File: src/rtl/lswc_pkg.sv
// ----------------------------------------------------------------------------
// lswc_pkg: shared types and constants of the line segment window clipper
// Outcode bits, outcode type and the pass limit.
// ----------------------------------------------------------------------------
package lswc_pkg;

    localparam int unsigned MAX_CLIP_PASSES = 4;

    localparam logic [3:0] OC_LEFT   = 4'd1;
    localparam logic [3:0] OC_RIGHT  = 4'd2;
    localparam logic [3:0] OC_BOTTOM = 4'd4;
    localparam logic [3:0] OC_TOP    = 4'd8;

    typedef logic [3:0] t_outcode;

endpackage

File: src/rtl/lswc_div_cell.sv
// ----------------------------------------------------------------------------
// lswc_div_cell: one restoring-division cell
// Takes a partial remainder and one numerator bit, gives the next remainder
// and one quotient bit. Cells chain into a row; each hands its remainder on.
// ----------------------------------------------------------------------------
module lswc_div_cell #(
    parameter int unsigned W = 17
) (
    input  logic [W-1:0] i_rem,
    input  logic         i_bit,
    input  logic [W-1:0] i_div,
    output logic [W-1:0] o_rem,
    output logic         o_q
);
    logic [W:0] w_sh;
    logic [W:0] w_diff;

    assign w_sh   = {i_rem, i_bit};
    assign w_diff = w_sh - {1'b0, i_div};
    assign o_q    = (w_sh >= {1'b0, i_div});
    assign o_rem  = o_q ? w_diff[W-1:0] : w_sh[W-1:0];
endmodule

File: src/rtl/lswc_divider.sv
// ----------------------------------------------------------------------------
// lswc_divider: unsigned divider built as a row of division cells
// A quotient of NW bits is formed CELLS bits per cycle by a row of CELLS
// cells; the last cell's remainder goes back to the first cell each cycle.
// ----------------------------------------------------------------------------
module lswc_divider #(
    parameter int unsigned NW    = 34,
    parameter int unsigned DW    = 17,
    parameter int unsigned CELLS = 2
) (
    input  logic          i_clk,
    input  logic          i_rst_n,
    input  logic          i_start,
    input  logic [NW-1:0] i_num,
    input  logic [DW-1:0] i_den,
    output logic          o_done,
    output logic [NW-1:0] o_quo
);
    localparam int unsigned ROUNDS = (NW + CELLS - 1) / CELLS;
    localparam int unsigned PW     = ROUNDS * CELLS;
    localparam int unsigned RW     = $clog2(ROUNDS + 1);

    logic [PW-1:0] r_num;
    logic [PW-1:0] r_quo;
    logic [DW-1:0] r_den;
    logic [DW-1:0] r_rem;
    logic [RW-1:0] r_cnt;
    logic          r_busy;
    logic          r_done;

    logic [DW-1:0]    w_rem [CELLS+1];
    logic [CELLS-1:0] w_q;

    assign w_rem[0] = r_rem;

    // cell 0 takes the most significant pending numerator bit
    genvar k;
    generate
        for (k = 0; k < CELLS; k++) begin : g_cell
            lswc_div_cell #(.W(DW)) u_cell (
                .i_rem (w_rem[k]),
                .i_bit (r_num[PW-1-k]),
                .i_div (r_den),
                .o_rem (w_rem[k+1]),
                .o_q   (w_q[CELLS-1-k])
            );
        end
    endgenerate

    always_ff @(posedge i_clk) begin
        if (!i_rst_n) begin
            r_busy <= 1'b0;
            r_done <= 1'b0;
            r_cnt  <= '0;
        end else begin
            r_done <= 1'b0;
            if (i_start) begin
                r_busy <= 1'b1;
                r_cnt  <= '0;
                r_num  <= PW'(i_num);
                r_den  <= i_den;
                r_rem  <= '0;
                r_quo  <= '0;
            end else if (r_busy) begin
                r_quo <= {r_quo[PW-CELLS-1:0], w_q};
                r_num <= r_num << CELLS;
                r_rem <= w_rem[CELLS];
                r_cnt <= r_cnt + 1'b1;
                if (r_cnt == RW'(ROUNDS - 1)) begin
                    r_busy <= 1'b0;
                    r_done <= 1'b1;
                end
            end
        end
    end

    assign o_done = r_done;
    assign o_quo  = r_quo[NW-1:0];
endmodule

File: src/rtl/line_segment_window_clipper.sv
// ----------------------------------------------------------------------------
// line_segment_window_clipper: Cohen-Sutherland clip of one segment
// Clips a segment against the configured window and reports whether it hit.
// ----------------------------------------------------------------------------
// One segment at a time. A trivially accepted or rejected segment needs no
// endpoint move. Each endpoint move (at most four) runs a test step, a multiply
// step, a start step, an unsigned division of a 2W+2 bit product by a W+1 bit
// delta formed two quotient bits per cycle, and a step to take the quotient.
// The result sits in an output register; the next segment is taken once that
// register has been read.
module line_segment_window_clipper #(
    parameter int unsigned COORD_WIDTH = 16
) (
    input  logic                     i_clk,
    input  logic                     i_rst_n,
    input  logic                     s_axis_tvalid,
    output logic                     s_axis_tready,
    // start_x, start_y, end_x, end_y from the lowest bit up
    input  logic [((4*COORD_WIDTH+7)/8)*8-1:0] s_axis_tdata,
    output logic                     m_axis_tvalid,
    input  logic                     m_axis_tready,
    // clipped_start_x, clipped_start_y, clipped_end_x, clipped_end_y, accepted
    output logic [((4*COORD_WIDTH+8)/8)*8-1:0] m_axis_tdata,
    input  logic                     i_cfg_we,
    input  logic [1:0]               i_cfg_idx,
    input  logic [COORD_WIDTH-1:0]   i_cfg_data
);
    import lswc_pkg::*;

    localparam int unsigned W   = COORD_WIDTH;
    localparam int unsigned DW  = W + 1;
    localparam int unsigned NW  = 2 * W + 2;
    localparam int unsigned OTW = ((4*W+8)/8)*8;

    localparam logic [2:0] ST_IDLE = 3'd0;
    localparam logic [2:0] ST_TEST = 3'd1;
    localparam logic [2:0] ST_MUL  = 3'd2;
    localparam logic [2:0] ST_DIV  = 3'd3;
    localparam logic [2:0] ST_OUT  = 3'd4;

    localparam logic [1:0] CFG_XMIN = 2'd0;
    localparam logic [1:0] CFG_YMIN = 2'd1;
    localparam logic [1:0] CFG_XMAX = 2'd2;
    localparam logic [1:0] CFG_YMAX = 2'd3;

    logic signed [W-1:0] r_xl, r_yl, r_xh, r_yh;
    logic signed [W-1:0] r_sx, r_sy, r_ex, r_ey;
    logic signed [W-1:0] r_nx, r_ny;       // fixed coordinate on the edge
    logic signed [DW-1:0] r_a, r_b, r_d;   // signed deltas; the move is a*b/d
    logic [NW-1:0]       r_prod;
    logic                r_neg;
    logic                r_move_start;
    logic                r_vert;           // top/bottom edge: new x computed
    logic [2:0]          r_state;
    logic [2:0]          r_pass;
    logic                r_ovalid;
    logic [OTW-1:0]      r_odata;
    logic                r_div_start;

    t_outcode w_c0, w_c1, w_c;
    logic signed [DW-1:0] w_dx, w_dy;
    logic                 w_div_done;
    logic [NW-1:0]        w_quo;
    logic signed [DW-1:0] w_q;
    logic signed [W-1:0]  w_base, w_newv;

    function automatic t_outcode f_oc(input logic signed [W-1:0] x, y,
                                      xl, yl, xh, yh);
        t_outcode c;
        c = '0;
        if (y > yh) c = c | OC_TOP;
        if (y < yl) c = c | OC_BOTTOM;
        if (x < xl) c = c | OC_LEFT;
        if (x > xh) c = c | OC_RIGHT;
        return c;
    endfunction

    assign w_c0 = f_oc(r_sx, r_sy, r_xl, r_yl, r_xh, r_yh);
    assign w_c1 = f_oc(r_ex, r_ey, r_xl, r_yl, r_xh, r_yh);
    assign w_c  = (w_c0 != '0) ? w_c0 : w_c1;
    assign w_dx = DW'(r_ex) - DW'(r_sx);
    assign w_dy = DW'(r_ey) - DW'(r_sy);

    lswc_divider #(.NW(NW), .DW(DW), .CELLS(2)) u_div (
        .i_clk   (i_clk),
        .i_rst_n (i_rst_n),
        .i_start (r_div_start),
        .i_num   (r_prod),
        .i_den   (r_d[DW-1] ? DW'(-r_d) : r_d),
        .o_done  (w_div_done),
        .o_quo   (w_quo)
    );

    // quotient magnitude fits W+1 bits since |b| <= |d|
    assign w_q    = r_neg ? DW'(-w_quo[DW-1:0]) : w_quo[DW-1:0];
    assign w_base = r_vert ? r_sx : r_sy;
    assign w_newv = W'(DW'(w_base) + w_q);

    assign s_axis_tready = (r_state == ST_IDLE) && !r_ovalid;
    assign m_axis_tvalid = r_ovalid;
    assign m_axis_tdata  = r_odata;

    always_ff @(posedge i_clk) begin
        if (!i_rst_n) begin
            r_xl        <= '0;
            r_yl        <= '0;
            r_xh        <= W'(639);
            r_yh        <= W'(479);
            r_state     <= ST_IDLE;
            r_ovalid    <= 1'b0;
            r_div_start <= 1'b0;
            r_pass      <= '0;
        end else begin
            r_div_start <= 1'b0;
            if (i_cfg_we) begin
                unique case (i_cfg_idx)
                    CFG_XMIN: r_xl <= i_cfg_data;
                    CFG_YMIN: r_yl <= i_cfg_data;
                    CFG_XMAX: r_xh <= i_cfg_data;
                    CFG_YMAX: r_yh <= i_cfg_data;
                    default: ;
                endcase
            end
            if (r_ovalid && m_axis_tready) r_ovalid <= 1'b0;
            unique case (r_state)
                ST_IDLE: begin
                    if (s_axis_tvalid && s_axis_tready) begin
                        r_sx    <= s_axis_tdata[W-1:0];
                        r_sy    <= s_axis_tdata[2*W-1:W];
                        r_ex    <= s_axis_tdata[3*W-1:2*W];
                        r_ey    <= s_axis_tdata[4*W-1:3*W];
                        r_pass  <= '0;
                        r_state <= ST_TEST;
                    end
                end
                ST_TEST: begin
                    r_move_start <= (w_c0 != '0);
                    if (w_c0 == '0 && w_c1 == '0) begin
                        r_odata  <= OTW'({1'b1, r_ey, r_ex, r_sy, r_sx});
                        r_state  <= ST_OUT;
                    end else if ((w_c0 & w_c1) != '0 ||
                                 r_pass == 3'(MAX_CLIP_PASSES)) begin
                        r_odata <= '0;
                        r_state <= ST_OUT;
                    end else if ((w_c & (OC_TOP | OC_BOTTOM)) != '0) begin
                        r_vert  <= 1'b1;
                        r_ny    <= ((w_c & OC_TOP) != '0) ? r_yh : r_yl;
                        r_a     <= w_dx;
                        r_b     <= DW'((((w_c & OC_TOP) != '0) ? r_yh : r_yl))
                                   - DW'(r_sy);
                        r_d     <= w_dy;
                        if (w_dy == '0) begin
                            r_odata <= '0;
                            r_state <= ST_OUT;
                        end else r_state <= ST_MUL;
                    end else begin
                        r_vert  <= 1'b0;
                        r_nx    <= ((w_c & OC_LEFT) != '0) ? r_xl : r_xh;
                        r_a     <= w_dy;
                        r_b     <= DW'((((w_c & OC_LEFT) != '0) ? r_xl : r_xh))
                                   - DW'(r_sx);
                        r_d     <= w_dx;
                        if (w_dx == '0) begin
                            r_odata <= '0;
                            r_state <= ST_OUT;
                        end else r_state <= ST_MUL;
                    end
                end
                ST_MUL: begin
                    r_prod <= NW'((r_a[DW-1] ? DW'(-r_a) : r_a))
                            * NW'((r_b[DW-1] ? DW'(-r_b) : r_b));
                    r_neg  <= (r_a[DW-1] ^ r_b[DW-1] ^ r_d[DW-1])
                              && r_a != '0 && r_b != '0;
                    r_div_start <= 1'b1;
                    r_state <= ST_DIV;
                end
                ST_DIV: begin
                    if (w_div_done) begin
                        r_pass <= r_pass + 3'd1;
                        if (r_move_start) begin
                            r_sx <= r_vert ? w_newv : r_nx;
                            r_sy <= r_vert ? r_ny : w_newv;
                        end else begin
                            r_ex <= r_vert ? w_newv : r_nx;
                            r_ey <= r_vert ? r_ny : w_newv;
                        end
                        r_state <= ST_TEST;
                    end
                end
                ST_OUT: begin
                    r_ovalid <= 1'b1;
                    r_state  <= ST_IDLE;
                end
                default: r_state <= ST_IDLE;
            endcase
        end
    end
endmodule

File: config.mk
export PLATFORM = sky130hd
export DESIGN_NAME = line_segment_window_clipper
export DESIGN_NICKNAME = d
export VERILOG_FILES = /design/src/rtl/lswc_pkg.sv /design/src/rtl/lswc_div_cell.sv /design/src/rtl/lswc_divider.sv /design/src/rtl/line_segment_window_clipper.sv
export SDC_FILE = /design/constraint.sdc
export NUM_CORES = 2
export LEC_CHECK = 0
export BUFFER_PORTS_ARGS = -buffer_cell sky130_fd_sc_hd__buf_2
export CAP_MARGIN = 30
export CORE_ASPECT_RATIO = 1.4
export CORE_UTILIZATION = 60
export DETAILED_ROUTE_END_ITERATION = 12
export PLACE_DENSITY = 0.78
export SLEW_MARGIN = 10
export SYNTH_ARGS = -nofsm -noshare
export SYNTH_HDL_FRONTEND = slang
export SYNTH_SLANG_ARGS = --single-unit
File: constraint.sdc
create_clock -name i_clk -period 21.4 [get_ports i_clk]
set_input_delay 2.14 -clock i_clk [delete_from_list [all_inputs] [get_ports i_clk]]
set_output_delay 2.14 -clock i_clk [all_outputs]
set_load 0.01 [all_outputs]
==> qor.txt <==
Core box area: 65700 um2
WS Path Type: reg -> reg
Worst EP required: 21.76 ns
GPL Wtd Cong: 0.999
Cts bufs inserted: 43
Vias: 30.2k
Port buffer count: 153
Sequential-to-total area share from yosys stat: 28.9%
Hpwl dp: 89.7 mm
Final #Nets: 5094
Antenna-violating nets left: 0
Max-cap violations: 0
HP Class: reg -> reg
Crit Reg-Reg Startpoint: r_b[0]
Worst vdd ir: 0.000190 V
Synth warn: 0
Crit start category: register
Crit path max fanout: 18
Cts repair resizes: 0
Std cell rows: 111
Relative slew slack: 29.1%
Power Density: 115 nW/um2
Hold depth: 2
Post-CTS Setup Inserts: 0
Post-DR wirelength/cell: 21.9 um
Layout Skew: 0.0424 ns
Worst Max-Slew Pin Slew: 1.06 ns
Crit path time final: 9.72 ns
Clk Latency, worst-skew pair: 0.62 ns
Number of synthesized flops with an enable pin: 333
I/O pin cnt: 161
Synthesized cell area: 40000 um2
Vias per std cell: 5.90
Post-route setup TNS: 0 ns
Slowest cell on crit path: xor2_1
Cts hold-fix bufs: 0
Die Wd: 220 um
Vias in the first global route: 31.3k
Sink Count: 412
Final hold slack: 0.465 ns
RR Endpoint: r_prod[33]
Clock tree buffer depth: 3
Layout cells sized above 1: 9.26%
WHS Endpoint: r_xh[8]
Final Cycle Share: 45.4%
Total wire length: 112 mm
Design Area, Final: 43400 um2
Max Slew Vio Count: 0
Starting density of the core: 60.9%
Setup violators final: 0
Worst Setup SP: r_b[0]
Final hold vios: 0
CTS tree: done
# H-tree levels: 2
Reg2reg setup slack: 11.68 ns
Initial antenna violation count: 0
Library cells used by synthesis: 106
Cell mode on critical path: fa_1
Clock root cell: clkbuf_16
Crit path largest cell delay: 0.71 ns
Fmax: 0.103 GHz
Gate Count Post-Synth: 4104
P_leak: 19.3 nW
Grt total ovfl: 0
RSZ-0062 raised after global routing: no
Die ar.: 67800 um2
Residual DRC: 0
Die Y: 308 um
Worst min-delay path startpoint: r_xh[8]
Fraction of registers with async set/reset: 0%
Crit path DAT: 10.08 ns
Register bit total from synthesis: 412
Status: finished clean
DRT Pass-1 Iters: 5
Critical Path Sink Type: register
FF-to-FF path depth: 28
CTS clk-pin slew, worst paths: 0.08 ns
Fin worst setup slack: 11.68 ns
DRT iter0 DRCs: 2068
Top_reg_cell synth: edfxtp_1
GRT Util Overall: 33.8%
Area growth, synth to finish: 8.39%
Largest net degree at the start of global routing: 78
Dpl ws: 11.82 ns
Mapped Avg Cell Area: 9.76 um2
First-pass GRT wire length: 172 mm
Final core occ: 66.1%
Placed cell areas: 41800 um2
synth_stat cells (56+ instances only):
cell	number	area share (%)
a21boi_0	56	1.1
a21o_1	61	1.1
a21oi_1	137	1.7
and2_1	78	1.2
clkbuf_1	89	0.83
dfxtp_1	79	4.0
edfxtp_1	333	25
fa_1	388	19
ha_1	389	12
inv_1	658	6.2
nand2_1	361	3.4
nand2b_1	64	1.0
nor2_1	389	3.6
o21ai_0	144	1.8
xnor2_1	128	2.8
xor2_1	77	1.7
final cells by class:
type | instances | area, um2
multi-input cells | 2911 | 25500
fillers | 5250 | 22300
flip-flops and latches | 412 | 11600
inverters | 661 | 2480
clock buffers | 55 | 1240
repair buffers | 201 | 1160
well taps | 847 | 1060
clock inverters | 24 | 373
diodes | 1 | 2.50
kinds of logic after synthesis:
kind of cell | share of synthesized area [%]
AO/OA/AOI/OAI | 11.3
XOR/XNOR | 4.57
adder cells (fa/ha/maj) | 31.6
buffers and inverters | 7.66
flip-flops | 28.9
multiplexers | 2.43
other | 0.00937
AND/OR/NAND/NOR | 13.6
where the power goes:
part	switching [mW]	internal [mW]
clock	0.343	0.520
combinational	1.76	1.26
sequential	0.0374	1.06
total	2.14	2.84
critical path: cells and delay by family (launching register included):
family          cells  cell delay [ns]
compound gates      6             1.83
xor+xnor            2             0.86
fa+ha+maj          10             4.63
buf+inv             5             0.67
flops               1             0.38
simple gates        5             1.06
worst max path at each step:
stage / slack (ns) / cells after the start / to
3_3_place_gp: 11.80 / 29 / r_prod[33]
5_1_grt: 11.11 / 28 / r_prod[33]
3_5_place_dp: 11.82 / 28 / r_prod[33]
2_1_floorplan: 12.83 / 33 / r_prod[32]
4_1_cts: 11.79 / 28 / r_prod[33]
6_report: 11.68 / 28 / r_prod[33]
sequential cells by signal, indices dropped and copies added, names as in the netlist, 17 cells and up:
register	count
m_axis_tdata	65
r_prod	34
u_div.r_num	34
r_a	17
r_b	17
r_d	17
u_div.r_den	17
u_div.r_rem	17
cell usage in the layout (no fill, tap or decap), drive strengths merged, types with 10 or more instances in the layout:
| cell type | instances |
|---|---|
| clkinv | 10 |
| xnor2 | 129 |
| o21a | 46 |
| a21oi | 137 |
| ha | 389 |
| nor3 | 33 |
| nand4 | 23 |
| nand3 | 43 |
| clkbuf | 55 |
| fa | 388 |
| or3 | 21 |
| a211oi | 40 |
| buf | 201 |
| o211ai | 26 |
| a21o | 61 |
| dfxtp | 79 |
| mux2 | 45 |
| o31ai | 28 |
| o21ai | 149 |
| and3 | 13 |
| and2 | 78 |
| nor4 | 14 |
| nand2b | 64 |
| mux2i | 46 |
| or4 | 12 |
| or2 | 29 |
| inv | 664 |
| xor2 | 78 |
| o21bai | 14 |
| nor2 | 391 |
| nor2b | 38 |
| a31oi | 17 |
| nand2 | 362 |
| edfxtp | 333 |
| a211o | 11 |
| o41ai | 12 |
| a21boi | 56 |
layer usage:
metal  wire (um)  vias up  track usage [%]
met2       55800     1145             59.1
met1       40100    14700             37.1
met4        9920        0             25.0
met3        6200      423             4.46
met5           0        -                0
li1            -    13900                -
metrics by stage:
stage | std cells | power [mW]
floorplan | 4110 | 3.40
global placement | 5027 | 3.99
detailed placement | 5030 | 4.09
CTS | 5109 | 4.96
global route | 5111 | 5.41
finish | 5112 | 4.98
Note: power is estimated with default switching activity, not from simulation.
